### config.mk
export PLATFORM = sky130hd
export DESIGN_NAME = spk_ctrl
export DESIGN_NICKNAME = d
export VERILOG_FILES = /design/src/spk_pkg.sv /design/src/spk_ctrl.sv
export SDC_FILE = /design/constraint.sdc
export NUM_CORES = 1
export LEC_CHECK = 0
export ABC_AREA = 1
export BUFFER_PORTS_ARGS = -buffer_cell sky130_fd_sc_hd__buf_4
export CORE_ASPECT_RATIO = 0.6
export CORE_MARGIN = 2
export CORE_UTILIZATION = 22
export DETAILED_ROUTE_END_ITERATION = 10
export GPL_TIMING_DRIVEN = 0
export MAX_ROUTING_LAYER = met4
export PLACE_DENSITY = 0.78
export SETUP_SLACK_MARGIN = 0.2
export SLEW_MARGIN = 0
export SYNTH_ARGS = -nofsm -noshare
export SYNTH_HDL_FRONTEND = slang
export SYNTH_SLANG_ARGS = --single-unit
export TNS_END_PERCENT = 50
### constraint.sdc
create_clock -name clk -period 1.4 [get_ports clk]
set_input_delay 0.07 -clock clk [delete_from_list [all_inputs] [get_ports clk]]
set_output_delay 0.07 -clock clk [all_outputs]
set_load 0.01 [all_outputs]
### src/spk_pkg.sv
`timescale 1ns / 1ps
// ----------------------------------------------------------------------------
// spk_pkg
// shared types, register codes and round functions for the cbc cipher
// ----------------------------------------------------------------------------
package spk_pkg;

    localparam int ROUNDS      = 32;
    localparam int RK_AW       = $clog2(ROUNDS);
    localparam int WORD_W      = 64;
    localparam int CNT_W       = 5;
    localparam int CFG_AW      = 6;

    typedef enum logic [2:0] {
        REG_KEY_LOW  = 3'd0,
        REG_KEY_HIGH = 3'd1,
        REG_IV_LOW   = 3'd2,
        REG_IV_HIGH  = 3'd3,
        REG_MODE     = 3'd4
    } reg_sel_t;

    typedef enum logic [4:0] {
        ST_IDLE  = 5'b00001,
        ST_KINIT = 5'b00010,
        ST_KEXP  = 5'b00100,
        ST_RUN   = 5'b01000,
        ST_DONE  = 5'b10000
    } state_t;

    typedef struct packed {
        logic [WORD_W-1:0] key_low;
        logic [WORD_W-1:0] key_high;
        logic [WORD_W-1:0] iv_low;
        logic [WORD_W-1:0] iv_high;
        logic              decrypt_mode;
    } cfg_regs_t;

    typedef struct packed {
        logic                key_load;
        logic                chain_load;
        logic [2*WORD_W-1:0] iv_next;
    } cfg_evt_t;

    typedef struct packed {
        logic             load;
        logic             round;
        logic             emit;
        logic             key_init;
        logic             key_step;
        logic [RK_AW-1:0] cnt;
    } dp_cmd_t;

    typedef struct packed {
        logic two_pend;
        logic out_free;
    } dp_stat_t;

    // one speck encryption round, x is the high word
    function automatic logic [2*WORD_W-1:0] enc_round(input logic [WORD_W-1:0] x,
                                                      input logic [WORD_W-1:0] y,
                                                      input logic [WORD_W-1:0] k);
        logic [WORD_W-1:0] xn;
        logic [WORD_W-1:0] yn;
        xn = ({x[7:0], x[WORD_W-1:8]} + y) ^ k;
        yn = {y[WORD_W-4:0], y[WORD_W-1:WORD_W-3]} ^ xn;
        return {xn, yn};
    endfunction

    // inverse round
    function automatic logic [2*WORD_W-1:0] dec_round(input logic [WORD_W-1:0] x,
                                                      input logic [WORD_W-1:0] y,
                                                      input logic [WORD_W-1:0] k);
        logic [WORD_W-1:0] t;
        logic [WORD_W-1:0] yn;
        logic [WORD_W-1:0] d;
        t  = x ^ y;
        yn = {t[2:0], t[WORD_W-1:3]};
        d  = (x ^ k) - yn;
        return {{d[WORD_W-9:0], d[WORD_W-1:WORD_W-8]}, yn};
    endfunction

endpackage

### src/spk_ctrl.sv
`timescale 1ns / 1ps
// ----------------------------------------------------------------------------
// spk_ctrl
// sequencer for key expansion, round loop and result hand-off
// ----------------------------------------------------------------------------
module spk_ctrl
    import spk_pkg::*;
(
    input  logic     clk,
    input  logic     rst_n,
    input  logic     in_valid,
    output logic     in_ready,
    input  cfg_evt_t evt,
    input  dp_stat_t stat,
    output dp_cmd_t  cmd
);

    localparam logic [RK_AW-1:0] LAST_ROUND = RK_AW'(ROUNDS - 1);
    localparam logic [RK_AW-1:0] LAST_STEP  = RK_AW'(ROUNDS - 2);

    state_t           state_reg, state_next;
    logic [RK_AW-1:0] cnt_reg,   cnt_next;

    assign in_ready = (state_reg == ST_IDLE);

    always_comb
    begin
        state_next   = state_reg;
        cnt_next     = cnt_reg;
        cmd.load     = 1'b0;
        cmd.round    = 1'b0;
        cmd.emit     = 1'b0;
        cmd.key_init = 1'b0;
        cmd.key_step = 1'b0;
        cmd.cnt      = cnt_reg;
        unique case (state_reg)
            ST_IDLE:
            begin
                if (in_valid)
                begin
                    cmd.load   = 1'b1;
                    cnt_next   = '0;
                    state_next = ST_RUN;
                end
            end
            ST_KINIT:
            begin
                cmd.key_init = 1'b1;
                cnt_next     = '0;
                state_next   = ST_KEXP;
            end
            ST_KEXP:
            begin
                cmd.key_step = 1'b1;
                cnt_next     = cnt_reg + 1'b1;
                if (cnt_reg == LAST_STEP)
                begin
                    state_next = ST_IDLE;
                end
            end
            ST_RUN:
            begin
                cmd.round = 1'b1;
                cnt_next  = cnt_reg + 1'b1;
                if (cnt_reg == LAST_ROUND)
                begin
                    state_next = ST_DONE;
                end
            end
            ST_DONE:
            begin
                if (stat.out_free)
                begin
                    cmd.emit = 1'b1;
                    cnt_next = '0;
                    // a full last block still owes the padding block
                    state_next = stat.two_pend ? ST_RUN : ST_IDLE;
                end
            end
            default:
            begin
                state_next = ST_IDLE;
            end
        endcase
        if (evt.key_load)
        begin
            state_next = ST_KINIT;
        end
    end

    always_ff @(posedge clk or negedge rst_n)
    begin
        if (!rst_n)
        begin
            state_reg <= ST_KINIT;
            cnt_reg   <= '0;
        end
        else
        begin
            state_reg <= state_next;
            cnt_reg   <= cnt_next;
        end
    end

endmodule

Yosys cells after proc, flatten, opt, wreduce, memory -nomap -nowiden. Index checks and enable logic that the tools add are counted.

Input port bits: 135. Logic and storage cells: 37. Output and inout port bits: 11. Flip-flop bits (word level): 10.

Add/subtract/negate cells: 1. Reduce and logical (&&, ||, !) cells: 4. Equality and inequality tests: 13. Multiplexer cells: 17.

Operator list (number): $mux 5 (7); $pmux 5 s5 (1); $pmux 5 s4 (1); $eq 5x5->1 const B (3); $ne 3x3->1 const B (3); $mux 1 (7); $add 5x1->5 const B (1); $eq 5x1->1 const B (1); $eq 5x2->1 const B (1); $eq 5x3->1 const B (1); $eq 5x4->1 const B (1); $mux 4 (1); $ne 2x2->1 const B (2); $reduce_and 4->1 (1); $reduce_bool 4->1 (1); $ne 3x2->1 const B (1); $reduce_and 3->1 (1); $reduce_or 2->1 (1).

Longest topological paths before layout.
Depth in word-level cells: 4. Gate-level depth with buffers: 11. Gate-level depth less buffers: 11.

Least setup slack after synthesis. No wires, ideal clock.

Path kind: register to register. Start point: register cnt_reg[0]. End point: register state_reg[0]. Setup time: 0.124 ns. Clock period less this slack: 1.430 ns. Data arrival time: 1.306 ns. Stages on the path, launching flop included: 11. Path buffers: 0. Required time: 1.276 ns. Path slack: -0.030 ns. Cells stage by stage: dfrtp_1 > ha_1 > inv_1 > nor2_1 > ha_1 > inv_1 > nand2_1 > nor2_2 > nor2_2 > nand2_2 > o21bai_2.

Word-level cells in the longest chain between the ends: 3. Elaborated cells between the ends (all ways): 5. Classes of those cells: eq/ne (4); reduce/logical (1).

Ends and longest elaborated chain: start: declaration (line spk_ctrl.sv:22) `logic [RK_AW-1:0] cnt_reg, cnt_next;`; start signal: assignment (line spk_ctrl.sv:101) `cnt_reg <= cnt_next;`; $eq 5x5->1, on equally long branches (line spk_ctrl.sv:65, spk_ctrl.sv:56); $ne 3x3->1 (no source line); $reduce_and 4->1 (no source line) *; end signal: assignment (line spk_ctrl.sv:100) `state_reg <= state_next;`; end: declaration (line spk_ctrl.sv:21) `state_t state_reg, state_next;`.

Every way passes the cells marked *; elsewhere a longest branch is shown, timed or not. A chain may end at the register's enable or synchronous reset.

Worst setup path after layout.
Start point: register cnt_reg[0]. End point: register state_reg[3].

The elaborated chain is that of the path after synthesis.

==> flow_summary.yaml <==
synth:
  syn_inst: 97
  netlist_top_cells_count: "32 x nand2_1, 13 x inv_1, 9 x dfrtp_1, 9 x nor2_1, 4 x nand3_1"
  async_flop_share_pct: 100
  synth_edf_count: 0
  synth_area_leaders: "dfrtp_1 32%, nand2_1 17%, inv_1 6.9%"
  yosys_warnings: 0
  avgSynthCellArea_um2: 7.30
  synth_top_area_share_pct: 31.8
  synth_area_um2: 708
  ys_seq_elements: 10
  synth_area_leader_cell: "dfrtp_1"
  synth_flop_cell: "dfrtp_1"
  yosys.cell_types.count: 22
  synth.most_common_cell: "nand2_1"
  synthesis.nets: 235
  synth-seq-area-share_pct: 35.5
power_and_ir_drop:
  vdd_drop_max_mv: 0.349
  p_leak_nw: 0.542
  total_power_w: 0.00104
  power.density_nw_per_um2: 1020
sta:
  maxSlewHeadroom_pct: 83.3
  worst_slack_ns: -0.107
  final-hold-violation-count: 0
  maxSlewViolCount: 0
  timing.fmax_mhz: 663
  setup_viol: 3
  tightest_slew_ns: 0.250
  rsz0062_at_grt: "true"
  finalCritPeriodShare_pct: 108
  finalCriticalPeriod_ns: 1.51
  finClkSkew_ns: 0.0114
cells_and_area:
  fin_area_um2: 1020
  nNetsFinal: 263
  post-route-util_pct: 34.4
  antenna_cells: 0
  drive_gt1_share_pct: 45.2
  areaGrowthSynthToFinish_pct: 44.0
floorplan:
  die_w_um: 77.2
  rows: 15
  coreArea_um2: 2970
  die_h_um: 48.0
  die_area_um2: 3700
  io-pin-count: 146
  start_util_pct: 23.9
placed_design:
  place_congestion: 0.859
  dpl.hpwl_um: 1250
  place_ws_ns: -0.0906
  placed_area_um2: 883
  io_buffers: 16
route:
  vias_per_cell: 4.27
  wl_per_cell_um: 10.7
  first_iter_violations: 46
  ant_nets: 0
  wl_um: 1770
  dr.pass1.iters: 4
  vias: 709
  drcViolationCount: 0
critical_path:
  worstSetupStartpointType: "flip-flop"
  crit_start: "cnt_reg[0]"
  end_kind: "flip-flop"
  cp.arrival_ns: 1.67
  reg2reg_from: "cnt_reg[0]"
  cp.required_ns: 1.56
  ff2ff_path_depth: 10
  crit_type: "flip-flop to flip-flop"
  crit_path_max_fanout: 5
global_route:
  grt-ovfl-total: 0
  grt.busiest_layer: "met2"
  grt.total_usage_pct: 9.91
  grt_pass1_wl_um: 2640
  grtUsageMet3_pct: 4.72
  gr-usage-met2_pct: 14.3
  grt_max_degree: 11
  grt.met1_usage_pct: 13.0
  antenna_found_initial: 0
  grt_pass1_vias: 571
clock_network:
  cts.sinks: 10
  clk_pin_slew_worst_paths_ns: 0.05
  root_buffer: "clkbuf_8"
  cts_buffers: 3
  clockBufferDepth: 2
  clk_latency_ns: 0.24
  cts_tree: "yes"
  cts_htree_levels: 1
hold_path:
  min_path_cells: 2
  min_from: "evt[129]"
  hp-class: "primary input to flip-flop"
status:
  status: "finished with violations"
  violations: "negative setup slack"
job:
  cap_violations: 0
-- cell families after synthesis --
group | count (synthesis) | synth area share (%)
fa+ha+maj | 3 | 5.30
buf+inv | 17 | 9.01
xor+xnor | 1 | 1.24
simple gates | 60 | 41.7
flops | 10 | 35.5
compound gates | 6 | 7.24
-- cell usage in the layout, fill, tap and decap left out, types with 3 or more instances in the layout --
| cell type | netlist | final |
|---|---|---|
| nor2_4 | 2 | 4 |
| dfrtp_1 | 9 | 7 |
| nor2_2 | 2 | 3 |
| nand3_1 | 4 | 4 |
| nor2_1 | 9 | 6 |
| nand2_1 | 32 | 31 |
| inv_2 | 3 | 8 |
| inv_1 | 13 | 8 |
| nand4_1 | 3 | 3 |
| nand2_2 | 3 | 4 |
| buf_4 | 0 | 21 |
| clkbuf_8 | 0 | 3 |
-- final timing paths --
kind / end / slack, ns
worst max register to register: state_reg[3] / -0.11
min in group asynchronous: state_reg[3] / 0.19
worst min register to register: cnt_reg[4] / 0.55
worst min-delay path: state_reg[1] / 0.06
max in group asynchronous: state_reg[1] / 0.98
worst max-delay path: state_reg[3] / -0.11
-- worst max-delay path, stage by stage, from the launching register on --
cell     delay (ns)
dfrtp_1        0.42
ha_2           0.22
inv_2          0.04
nor2_2         0.08
ha_2           0.18
inv_2          0.04
nand2_2        0.08
nor2_4         0.04
nor2_4         0.11
nand2_2        0.08
o21ai_1        0.15
-- cell type report --
| cell class | count | area, µm² |
|---|---|---|
| timing repair buffer | 23 | 179 |
| clock buffer | 4 | 45.0 |
| buffer | 1 | 3.75 |
| inverter | 16 | 60.1 |
| sequential | 10 | 254 |
| fill | 319 | 1950 |
| multi-input combinational | 70 | 425 |
| tap | 42 | 52.6 |
-- power by group --
part / internal [W] / leakage, nW / switching [W]
Sequential: 0.000322 / 0.131 / 0.0000422
Combinational: 0.000163 / 0.389 / 0.000197
Clock: 0.000199 / 0.0228 / 0.000115
Total: 0.000685 / 0.542 / 0.000354
-- per-layer routing --
metal | share of wire (%) | vias up
li1 | - | 357
met1 | 47 | 324
met2 | 45 | 28
met3 | 7.5 | 0
met4 | 0 | 0
met5 | 0 | -
-- repair_timing --
item,4_1_cts,5_1_grt
hold buffers,1,0
pin swaps,4,9
endpoints found under the setup margin,14,15
resized for setup,5,11
setup buffers,4,2
hold endpoints to repair,10,0
-- stage by stage --
stage / setup TNS, ns / std cells / hold slack [ns]
CTS: -0.267 / 164 / 0.0558
detailed placement: -0.251 / 155 / -0.0931
floorplan: -0.0146 / 97 / -0.226
global placement: -0.245 / 155 / -0.0936
global route: -0.576 / 166 / 0.0554
finish: -0.273 / 166 / 0.0602
(Power assumes the default switching activity.)
