--- src/spk_pkg.sv ---
`timescale 1ns / 1ps
// ----------------------------------------------------------------------------
// spk_pkg
// shared types, register codes and round functions for the cbc cipher
// ----------------------------------------------------------------------------
package spk_pkg;

    localparam int ROUNDS      = 32;
    localparam int RK_AW       = $clog2(ROUNDS);
    localparam int WORD_W      = 64;
    localparam int CNT_W       = 5;
    localparam int CFG_AW      = 6;

    typedef enum logic [2:0] {
        REG_KEY_LOW  = 3'd0,
        REG_KEY_HIGH = 3'd1,
        REG_IV_LOW   = 3'd2,
        REG_IV_HIGH  = 3'd3,
        REG_MODE     = 3'd4
    } reg_sel_t;

    typedef enum logic [4:0] {
        ST_IDLE  = 5'b00001,
        ST_KINIT = 5'b00010,
        ST_KEXP  = 5'b00100,
        ST_RUN   = 5'b01000,
        ST_DONE  = 5'b10000
    } state_t;

    typedef struct packed {
        logic [WORD_W-1:0] key_low;
        logic [WORD_W-1:0] key_high;
        logic [WORD_W-1:0] iv_low;
        logic [WORD_W-1:0] iv_high;
        logic              decrypt_mode;
    } cfg_regs_t;

    typedef struct packed {
        logic                key_load;
        logic                chain_load;
        logic [2*WORD_W-1:0] iv_next;
    } cfg_evt_t;

    typedef struct packed {
        logic             load;
        logic             round;
        logic             emit;
        logic             key_init;
        logic             key_step;
        logic [RK_AW-1:0] cnt;
    } dp_cmd_t;

    typedef struct packed {
        logic two_pend;
        logic out_free;
    } dp_stat_t;

    // one speck encryption round, x is the high word
    function automatic logic [2*WORD_W-1:0] enc_round(input logic [WORD_W-1:0] x,
                                                      input logic [WORD_W-1:0] y,
                                                      input logic [WORD_W-1:0] k);
        logic [WORD_W-1:0] xn;
        logic [WORD_W-1:0] yn;
        xn = ({x[7:0], x[WORD_W-1:8]} + y) ^ k;
        yn = {y[WORD_W-4:0], y[WORD_W-1:WORD_W-3]} ^ xn;
        return {xn, yn};
    endfunction

    // inverse round
    function automatic logic [2*WORD_W-1:0] dec_round(input logic [WORD_W-1:0] x,
                                                      input logic [WORD_W-1:0] y,
                                                      input logic [WORD_W-1:0] k);
        logic [WORD_W-1:0] t;
        logic [WORD_W-1:0] yn;
        logic [WORD_W-1:0] d;
        t  = x ^ y;
        yn = {t[2:0], t[WORD_W-1:3]};
        d  = (x ^ k) - yn;
        return {{d[WORD_W-9:0], d[WORD_W-1:WORD_W-8]}, yn};
    endfunction

endpackage

--- src/spk_cfg.sv ---
`timescale 1ns / 1ps
// ----------------------------------------------------------------------------
// spk_cfg
// apb register file for key, iv and mode, with write events
// ----------------------------------------------------------------------------
module spk_cfg
    import spk_pkg::*;
(
    input  logic              clk,
    input  logic              rst_n,
    input  logic              psel,
    input  logic              penable,
    input  logic              pwrite,
    input  logic [CFG_AW-1:0] paddr,
    input  logic [63:0]       pwdata,
    output logic [63:0]       prdata,
    output logic              pready,
    output cfg_regs_t         regs,
    output cfg_evt_t          evt
);

    logic [WORD_W-1:0] key_low_reg,  key_low_next;
    logic [WORD_W-1:0] key_high_reg, key_high_next;
    logic [WORD_W-1:0] iv_low_reg,   iv_low_next;
    logic [WORD_W-1:0] iv_high_reg,  iv_high_next;
    logic              mode_reg,     mode_next;
    logic              wr;
    reg_sel_t          sel;

    assign pready = 1'b1;
    assign wr     = psel & penable & pwrite;
    assign sel    = reg_sel_t'(paddr[5:3]);

    always_comb
    begin
        key_low_next  = key_low_reg;
        key_high_next = key_high_reg;
        iv_low_next   = iv_low_reg;
        iv_high_next  = iv_high_reg;
        mode_next     = mode_reg;
        evt.key_load   = 1'b0;
        evt.chain_load = 1'b0;
        if (wr)
        begin
            unique case (sel)
                REG_KEY_LOW:
                begin
                    key_low_next = pwdata;
                    evt.key_load = 1'b1;
                end
                REG_KEY_HIGH:
                begin
                    key_high_next = pwdata;
                    evt.key_load  = 1'b1;
                end
                REG_IV_LOW:
                begin
                    iv_low_next    = pwdata;
                    evt.chain_load = 1'b1;
                end
                REG_IV_HIGH:
                begin
                    iv_high_next   = pwdata;
                    evt.chain_load = 1'b1;
                end
                REG_MODE:
                begin
                    mode_next      = pwdata[0];
                    evt.chain_load = 1'b1;
                end
                default:
                begin
                end
            endcase
        end
        evt.iv_next = {iv_high_next, iv_low_next};
    end

    always_ff @(posedge clk or negedge rst_n)
    begin
        if (!rst_n)
        begin
            key_low_reg  <= '0;
            key_high_reg <= '0;
            iv_low_reg   <= '0;
            iv_high_reg  <= '0;
            mode_reg     <= 1'b0;
        end
        else
        begin
            key_low_reg  <= key_low_next;
            key_high_reg <= key_high_next;
            iv_low_reg   <= iv_low_next;
            iv_high_reg  <= iv_high_next;
            mode_reg     <= mode_next;
        end
    end

    always_comb
    begin
        unique case (sel)
            REG_KEY_LOW:  prdata = key_low_reg;
            REG_KEY_HIGH: prdata = key_high_reg;
            REG_IV_LOW:   prdata = iv_low_reg;
            REG_IV_HIGH:  prdata = iv_high_reg;
            REG_MODE:     prdata = {63'd0, mode_reg};
            default:      prdata = '0;
        endcase
    end

    assign regs.key_low      = key_low_reg;
    assign regs.key_high     = key_high_reg;
    assign regs.iv_low       = iv_low_reg;
    assign regs.iv_high      = iv_high_reg;
    assign regs.decrypt_mode = mode_reg;

endmodule

--- config.mk ---
export PLATFORM = sky130hd
export DESIGN_NAME = spk_cfg
export DESIGN_NICKNAME = d
export VERILOG_FILES = /design/src/spk_pkg.sv /design/src/spk_cfg.sv
export SDC_FILE = /design/constraint.sdc
export NUM_CORES = 1
export LEC_CHECK = 0
export ABC_CLOCK_PERIOD_IN_PS = 1450
export BUFFER_PORTS_ARGS = -buffer_cell sky130_fd_sc_hd__clkbuf_2
export CAP_MARGIN = 10
export CORE_MARGIN = 2
export CORE_UTILIZATION = 30
export CTS_CLUSTER_DIAMETER = 80
export DETAILED_ROUTE_END_ITERATION = 12
export GPL_ROUTABILITY_DRIVEN = 0
export PLACE_DENSITY = 0.56
export SLEW_MARGIN = 10
export SYNTH_ARGS = -nofsm -noshare
export SYNTH_HDL_FRONTEND = slang
export SYNTH_SLANG_ARGS = --single-unit
--- constraint.sdc ---
create_clock -name clk -period 1.45 [get_ports clk]
set_clock_uncertainty 0.2 [all_clocks]
set_input_delay 0 -clock clk [delete_from_list [all_inputs] [get_ports clk]]
set_output_delay 0 -clock clk [all_outputs]
set_load 0.02 [all_outputs]
Word-level counts from Yosys, hierarchy flattened
Index checks and enable logic that the tools add are counted.
{"block": "word_totals", "register_bits": 257, "input_bits": 75, "out_inout_bits": 452, "wordCells": 25}
{"block": "op_classes", "eq_ne": 4, "mux": 8, "n_bitwise": 2, "reduce_logical": 6}
{"cell": "64-bit one-hot mux with 5 select lines", "n": 1}
{"cell": "64-bit 2-to-1 mux", "n": 4}
{"cell": "3-bit by 2-bit == test with 1-bit output (second input constant)", "n": 2}
{"cell": "2-bit AND reduction", "n": 3}
{"cell": "3-bit by 1-bit == test with 1-bit output (second input constant)", "n": 1}
{"cell": "3-bit == test (second input constant)", "n": 1}
{"cell": "3-bit zero test", "n": 1}
{"cell": "3-bit OR reduction", "n": 1}
{"cell": "1-bit AND", "n": 2}
{"cell": "1-bit 2-to-1 mux", "n": 2}
{"cell": "2-bit 2-to-1 mux", "n": 1}
{"cell": "2-bit OR reduction", "n": 1}

Depth between registers and ports, before layout
Gate-level depths: netlist of the first run.
{"block": "depth", "depth_word": 4, "ltp_mapped": 6}

Worst setup path after synthesis of the first run
No wires, ideal clock.
{"block": "synth_path", "path_kind": "in2reg", "from": "input port paddr[3]", "to": "register mode_reg", "setup_time_ns": 0.125, "arrival_time_ns": 1.177, "slack_ns": -0.052, "cell_stages": 5, "n_path_buf": 2, "path_cell_list": "buf_2 > buf_6 > or3b_2 > nor2_1 > mux2_2"}
{"block": "synth_between", "elab_chain_len": 2}
{"element": "from (decl)", "line": "spk_cfg.sv:14", "source": "input logic [CFG_AW-1:0] paddr,"}
{"element": "3-bit == test", "line": "spk_cfg.sv:45", "source": "unique case (sel)"}
{"element": "2-bit AND reduction (no source line)"}
{"element": "to (signal assigned)", "line": "spk_cfg.sv:95", "source": "mode_reg <= mode_next;"}
{"element": "to (decl)", "line": "spk_cfg.sv:26", "source": "logic mode_reg, mode_next;"}
No other way between the ends.
A chain may end at the register's enable or synchronous reset.

Final worst setup path of the first run
{"block": "layout_path", "from": "register iv_high_reg[58]", "to": "output port prdata[58]"}
{"block": "layout_between", "elab_chain_len": 1}
{"element": "from (decl)", "line": "spk_cfg.sv:25", "source": "logic [WORD_W-1:0] iv_high_reg, iv_high_next;"}
{"element": "from (signal assigned)", "line": "spk_cfg.sv:94", "source": "iv_high_reg <= iv_high_next;"}
{"element": "64-bit one-hot mux with 5 select lines", "line": "spk_cfg.sv:101", "source": "unique case (sel)"}
{"element": "to (decl)", "line": "spk_cfg.sv:16", "source": "output logic [63:0] prdata,"}
No other way between the ends.

==> flow_summary.yaml, run 1 <==
grt:
  pin_count_of_the_biggest_net_entering_global_routing: 69
  grt.total_usage: 0.225
  first_global_vias: 11300
  number_of_antenna_violations_at_the_first_check_in_global_routing: 2
  grt_first_pass_wirelength_um: 73400
  grt-ovfl-total: 0
cells_and_area:
  diodes: 0
  layout.core_utilization: 0.553
  finish.net_count: 1732
  layoutNonFillerInstCount: 2210
  proportion_of_layout_cells_with_a_drive_suffix_above_1: 0.763
  fill_cells: 3163
  syn2layout_area_growth_pct: 81.4
yosys:
  synth_cells: 711
  syn-cell-area_sq_um: 12500
  yosys_register_bits: 257
  synthMostInstantiatedCell: "sky130_fd_sc_hd__dfrtp_1"
  synth.top_cells.by_count: "sky130_fd_sc_hd__dfrtp_1, sky130_fd_sc_hd__mux2_4, sky130_fd_sc_hd__mux2_2, sky130_fd_sc_hd__mux4_2, sky130_fd_sc_hd__nor2b_1"
  synth_top_flop_cell: "sky130_fd_sc_hd__dfrtp_1"
  synth_enable_flop_cells: 0
  synth_warnings: 0
  synth-async-reset-ratio: 1.00
  post-synth-top-area-fraction: 0.514
  synth_area_leader_cell: "sky130_fd_sc_hd__dfrtp_1"
  yosys.cell_types.count: 25
  syn-mean-instance-area_sq_um: 17.6
  postSynthNetCount: 786
  synth_seq_area_share: 0.514
  synth_area_leaders: "sky130_fd_sc_hd__dfrtp_1, sky130_fd_sc_hd__mux2_4, sky130_fd_sc_hd__mux4_2"
floorplanning:
  floorplan.rows: 74
  start_util: 0.305
  dieHeight_um: 208
  coreArea_sq_um: 41000
  design.die.area_sq_um: 43300
  floorplan.io_pins: 527
  dieWidth_um: 208
pwr:
  total_switching_power_uw: 11200
  sw_frac_of_total: 0.339
  power_density_nw_per_um2: 1460
  clk_pwr_share: 0.250
  logic_pwr_share: 0.460
  power_report.internal_total_uw: 21900
  share_seq_of_total_power: 0.290
  worst_ir_drop_on_vdd_mv: 0.954
  static-leakage-power_uw: 0.0113
run_status:
  outcome: "complete, but fails checks"
  failing_checks: "hold timing, setup timing"
critical_path:
  cp-startpoint: "iv_high_reg[58]$_DFF_PN0_"
  worst-setup-path-type: "flip-flop to output port"
  critical-path-slowest-cell: "sky130_fd_sc_hd__mux4_2"
  timing.critical_path.fanout_max: 2
  crit_path_cell_trace: "mux4_2 -> nor2b_4 -> buf_6"
  worst-endpoint-required_ns: 1.25
  rr_startpoint: "iv_low_reg[53]$_DFF_PN0_"
  cp_slowest_stage_delay_ns: 0.50
  arrival_time_at_the_worst_endpoint_ns: 1.76
  worstSetupStartpointType: "flip-flop"
  critPathCaptureType: "output port"
route:
  route.top_layer_used: "met5"
  drc_errors: 0
  wl_met3_um: 3260
  drt_pass1_iterations: 5
  first_iter_violations: 647
  detail_route.wirelength.met1_um: 20600
  routed_wl_um: 51600
  route.vias.total: 10700
  wl_per_cell_um: 23.4
  met2_length_um: 25800
  route.detailed.vias_per_inst: 4.83
  antenna_violating_nets_post_route: 0
placement:
  hpwlAfterDp_um: 31000
  port_buffers: 522
  dp_cells: 1856
clock_network:
  clkSlewWorstSetupHoldPaths_ns: 0.06
  cts_inserted_buffers: 34
  clk-insertion-delay-late_ns: 0.52
  post_cts_hold_buffer_count: 70
  max-clock-path-buffers: 3
  ctsRootBufferMaster: "sky130_fd_sc_hd__clkbuf_16"
  cts_tree: "done"
  htreeDepth: 2
  clock_sink_count: 257
min_path:
  min-delay-path-class: "primary input to flip-flop"
  holdCritStartpoint: "paddr[4]"
sta:
  rsz0062_at_grt: "true"
  final-hold-violation-count: 7
  maxSlewViolCount: 0
  max-slew-margin-rel: 0.636
  setup_slack_ns: -0.510
  hold_slack_ns: -0.0652
  fin_crit_sh: 1.35
  achievable-frequency_ghz: 0.510
  slew_of_the_pin_with_the_lowest_slew_margin_ns: 0.545
  setup_viol: 243
  post-route-min-period_ns: 1.96
run:
  maxCapViolations: 0
[placed cells by master (no fill, tap or decap)]
master | synthesis | routed
sky130_fd_sc_hd__buf_12 | 12 | 29
sky130_fd_sc_hd__and3_1 | 2 | 1
sky130_fd_sc_hd__nor2_1 | 2 | 2
sky130_fd_sc_hd__nand2b_1 | 1 | 1
sky130_fd_sc_hd__nand3_1 | 1 | 1
sky130_fd_sc_hd__nand2_4 | 0 | 1
sky130_fd_sc_hd__buf_8 | 6 | 112
sky130_fd_sc_hd__nor3b_1 | 1 | 1
sky130_fd_sc_hd__mux2_2 | 77 | 69
sky130_fd_sc_hd__mux2_4 | 180 | 188
sky130_fd_sc_hd__and4b_4 | 1 | 1
sky130_fd_sc_hd__buf_16 | 0 | 12
sky130_fd_sc_hd__dfrtp_1 | 257 | 257
sky130_fd_sc_hd__a21oi_1 | 1 | 1
sky130_fd_sc_hd__nor3_1 | 2 | 2
sky130_fd_sc_hd__and3b_4 | 0 | 2
sky130_fd_sc_hd__bufinv_16 | 0 | 1
sky130_fd_sc_hd__mux4_2 | 63 | 63
sky130_fd_sc_hd__and3_4 | 0 | 1
sky130_fd_sc_hd__clkbuf_1 | 10 | 10
sky130_fd_sc_hd__conb_1 | 1 | 1
sky130_fd_sc_hd__nor2b_1 | 63 | 49
sky130_fd_sc_hd__dlygate4sd3_1 | 0 | 69
sky130_fd_sc_hd__buf_6 | 10 | 187
sky130_fd_sc_hd__clkbuf_2 | 0 | 280
sky130_fd_sc_hd__or3b_2 | 1 | 1
sky130_fd_sc_hd__mux2i_1 | 2 | 2
sky130_fd_sc_hd__buf_2 | 9 | 6
sky130_fd_sc_hd__clkbuf_16 | 0 | 37
sky130_fd_sc_hd__or3_1 | 1 | 1
sky130_fd_sc_hd__nor2b_2 | 0 | 6
sky130_fd_sc_hd__inv_8 | 0 | 1
sky130_fd_sc_hd__buf_4 | 5 | 259
sky130_fd_sc_hd__clkinv_2 | 0 | 3
sky130_fd_sc_hd__clkbuf_8 | 0 | 12
sky130_fd_sc_hd__inv_6 | 0 | 1
sky130_fd_sc_hd__nor2b_4 | 0 | 8
[area by class of cell]
cell class                 count  area [sq um]  area share
clock buffer                  51          1020      0.0449
clock inverter                 6          65.1     0.00287
multi-input combinational    402          5640       0.248
sequential                   257          6430       0.283
tap                          532           666      0.0293
timing repair buffer         962          8870       0.391
[logic make-up after synthesis]
| group | share of synthesized area |
|---|---|
| AOI/OAI and AO/OA | 0.000400 |
| buffers and inverters | 0.0450 |
| DFF | 0.514 |
| muxes | 0.400 |
| other | 0.000300 |
| and+or+nand+nor | 0.0396 |
[metal layers]
layer	global-route usage	vias to the layer above
li1	-	4530
met1	0.279	5551
met2	0.376	473
met3	0.0539	114
met4	0.0938	4
met5	0	-
[path summary, 6_finish.rpt]
path                                                end  slack, ns  cells after the start
hold / removal               key_low_reg[1]$_DFFE_PN0P_      -0.07                      5
setup / recovery                             prdata[58]      -0.51                      3
max in group asynchronous  key_high_reg[57]$_DFFE_PN0P_       0.09                      5
min in group asynchronous     iv_high_reg[36]$_DFF_PN0_       0.29                      3
setup reg to reg               iv_low_reg[53]$_DFF_PN0_      -0.03                      5
hold reg to reg              key_low_reg[0]$_DFFE_PN0P_       0.34                      1
[power groups by stage]
stage | registers [uW] | logic, uW | clock network [uW]
floorplan | 11300 | 4310 | 0
detailed placement | 9780 | 10500 | 0
global route | 9750 | 15900 | 8770
finish | 9620 | 15200 | 8280
CTS | 9540 | 13400 | 8420
global placement | 9740 | 10400 | 0
[critical path: cells and delay by family (launching register included)]
family                 cells  cell delay [ns]
DFF                        1             0.46
buffers and inverters      1             0.15
and+or+nand+nor            1             0.14
muxes                      1             0.50
[stage by stage]
stage / setup slack, ns / cell area [sq um] / TNS, ns / hold slack [ns] / total power, uW
finish: -0.510 / 22700 / -64.46 / -0.0652 / 33100
global route: -0.555 / 22700 / -75.37 / -0.0469 / 34400
CTS: -0.535 / 21600 / -70.99 / -0.0604 / 31400
detailed placement: -0.307 / 16600 / -86.14 / -0.296 / 20200
global placement: -0.287 / 16600 / -80.02 / -0.295 / 20200
floorplan: -0.0452 / 12500 / -5.09 / -0.496 / 15600
[timing repair]
item	CTS	global route
buffers inserted	166	110
endpoints found under the hold margin	514	7
gates resized for setup	381	469
endpoints found under the setup margin	200	278
pin swaps	2	1
gates cloned	13	0
Power figures use the tool's default switching activity.
==> run 2: changes to the inputs <==
--- a/config.mk
+++ b/config.mk
@@ -14,6 +14,7 @@
 export DETAILED_ROUTE_END_ITERATION = 12
 export GPL_ROUTABILITY_DRIVEN = 0
 export PLACE_DENSITY = 0.56
+export RECOVER_POWER = 25
 export SLEW_MARGIN = 10
 export SYNTH_ARGS = -nofsm -noshare
 export SYNTH_HDL_FRONTEND = slang
==> run 2 against run 1 <==
Effect of this change:
- the flow still finishes with violations (hold timing, setup timing)
- largest cell class unchanged
- first-iteration DRC count is 14% lower
- worst setup slack hardly changed
- wire length about the same
- critical path depth stayed put
==> flow_summary.yaml, run 2 (synthesis results as in run 1) <==
grt:
  grt.total_usage: 0.225
  pin_count_of_the_biggest_net_entering_global_routing: 69
  grt-ovfl-total: 0
  first_global_vias: 11300
  grt_first_pass_wirelength_um: 73400
  number_of_antenna_violations_at_the_first_check_in_global_routing: 2
sta:
  max-slew-margin-rel: 0.579
  final-hold-violation-count: 6
  hold_slack_ns: -0.0972
  post-route-min-period_ns: 1.96
  setup-tns-final_ns: -99.46
  achievable-frequency_ghz: 0.510
  setup_viol: 493
  maxSlewViolCount: 0
  setup_slack_ns: -0.510
  fin_crit_sh: 1.35
  rsz0062_at_grt: "true"
  slew_of_the_pin_with_the_lowest_slew_margin_ns: 0.632
pwr:
  power_density_nw_per_um2: 1480
  static-leakage-power_uw: 0.0112
  worst_ir_drop_on_vdd_mv: 0.954
critical_path:
  worst_reg2reg_path_depth: 5
  timing.critical_path.fanout_max: 2
  worstSetupStartpointType: "flip-flop"
  cp_slowest_stage_delay_ns: 0.50
  critical-path-slowest-cell: "sky130_fd_sc_hd__mux4_2"
  crit_path_cell_trace: "mux4_2 -> nor2b_4 -> buf_6"
  worst-endpoint-required_ns: 1.25
  critPathCaptureType: "output port"
  cpLargestDelayFamily: "multiplexers"
  arrival_time_at_the_worst_endpoint_ns: 1.76
  critPathBufInv: 1
  path_depth: 3
  worst-setup-path-type: "flip-flop to output port"
placement:
  port_buffers: 522
  hpwlAfterDp_um: 31000
min_path:
  hold_depth: 5
  min-delay-path-class: "primary input to flip-flop"
clock_network:
  clock_sink_count: 257
  post_cts_hold_buffer_count: 70
  clk-insertion-delay-late_ns: 0.52
  cts_inserted_buffers: 34
  cts_tree: "done"
  clkSlewWorstSetupHoldPaths_ns: 0.06
  ctsRootBufferMaster: "sky130_fd_sc_hd__clkbuf_16"
  htreeDepth: 2
  max-clock-path-buffers: 3
run:
  maxCapViolations: 0
cells_and_area:
  finish.net_count: 1732
  syn2layout_area_growth_pct: 78.8
  mostFrequentLayoutCells: "sky130_fd_sc_hd__clkbuf_2, sky130_fd_sc_hd__dfrtp_1, sky130_fd_sc_hd__buf_4, sky130_fd_sc_hd__buf_6, sky130_fd_sc_hd__mux2_4"
  layout.core_utilization: 0.545
  fill_cells: 3213
  proportion_of_layout_cells_with_a_drive_suffix_above_1: 0.751
  mostFrequentLayoutCell: "sky130_fd_sc_hd__clkbuf_2"
route:
  wl_per_cell_um: 23.4
  first_iter_violations: 559
  route.vias.total: 10600
  drc_errors: 0
  routed_wl_um: 51600
  drt_pass1_iterations: 7
  antenna_violating_nets_post_route: 0
  route.detailed.vias_per_inst: 4.82
floorplanning:
  start_util: 0.305
  floorplan.rows: 74
  dieHeight_um: 208
  floorplan.io_pins: 527
  dieWidth_um: 208
  coreArea_sq_um: 41000
  design.die.area_sq_um: 43300
run_status:
  failing_checks: "hold timing, setup timing"
  outcome: "complete, but fails checks"
run 2: worst register-to-register path: stages, from the launching register on:
cell,delay (ns)
sky130_fd_sc_hd__dfrtp_1,0.40
sky130_fd_sc_hd__buf_6,0.13
sky130_fd_sc_hd__buf_6,0.10
sky130_fd_sc_hd__mux2_4,0.28
sky130_fd_sc_hd__buf_4,0.14
sky130_fd_sc_hd__buf_4,0.12
run 2: path summary, 6_finish.rpt:
check | start | endpoint | slack (ns)
min reg2reg | key_low_reg[55]$_DFFE_PN0P_ | key_low_reg[55]$_DFFE_PN0P_ | 0.34
min in group asynchronous | rst_n | key_high_reg[34]$_DFFE_PN0P_ | 0.40
max | iv_high_reg[58]$_DFF_PN0_ | prdata[58] | -0.51
min | paddr[4] | key_low_reg[1]$_DFFE_PN0P_ | -0.1
max reg2reg | iv_low_reg[53]$_DFF_PN0_ | iv_low_reg[53]$_DFF_PN0_ | -0.03
max in group asynchronous | rst_n | iv_low_reg[53]$_DFF_PN0_ | -0.13
run 2: metal layers:
layer | global-route usage | vias to the layer above | share of wire | wire [um]
li1 | - | 4514 | - | -
met1 | 0.279 | 5547 | 0.40 | 20700
met2 | 0.376 | 458 | 0.50 | 25700
met3 | 0.0539 | 124 | 0.062 | 3190
met4 | 0.0938 | 4 | 0.038 | 1970
met5 | 0 | - | 0.00045 | 23
run 2: cell type report:
cell class | instances | area (sq um) | share of cell area
Timing Repair Buffer | 962 | 8600 | 0.384
Antenna cell | 1 | 2.50 | 0.000112
Sequential cell | 257 | 6430 | 0.288
Clock inverter | 6 | 65.1 | 0.00291
Tap cell | 532 | 666 | 0.0298
Clock buffer | 51 | 1020 | 0.0455
Multi-Input combinational cell | 402 | 5580 | 0.250
run 2: stage by stage:
step           hold slack [ns]  cells  power [uW]  area, sq um  setup WS [ns]
5_1_grt                -0.0739   2210       34300        22400         -0.555
6_report               -0.0972   2211       33000        22400         -0.510
2_1_floorplan           -0.496    711       15600        12500        -0.0452
3_3_place_gp            -0.295   1856       20200        16600         -0.287
3_5_place_dp            -0.296   1856       20200        16600         -0.307
4_1_cts                -0.0604   2156       31400        21600         -0.535
run 2: what timing repair did:
item | in CTS | in global routing
buffers inserted | 166 | 110
gates resized for setup | 381 | 469
pin swaps | 2 | 1
endpoints found under the setup margin | 200 | 278
cloned | 13 | 0
endpoints found under the hold margin | 514 | 7
run 2: where the power goes:
group	internal, uW	switching, uW	total, uW
logic	8210	6940	15200
registers	8580	1030	9610
clock network	5030	3240	8270
total	21800	11200	33000
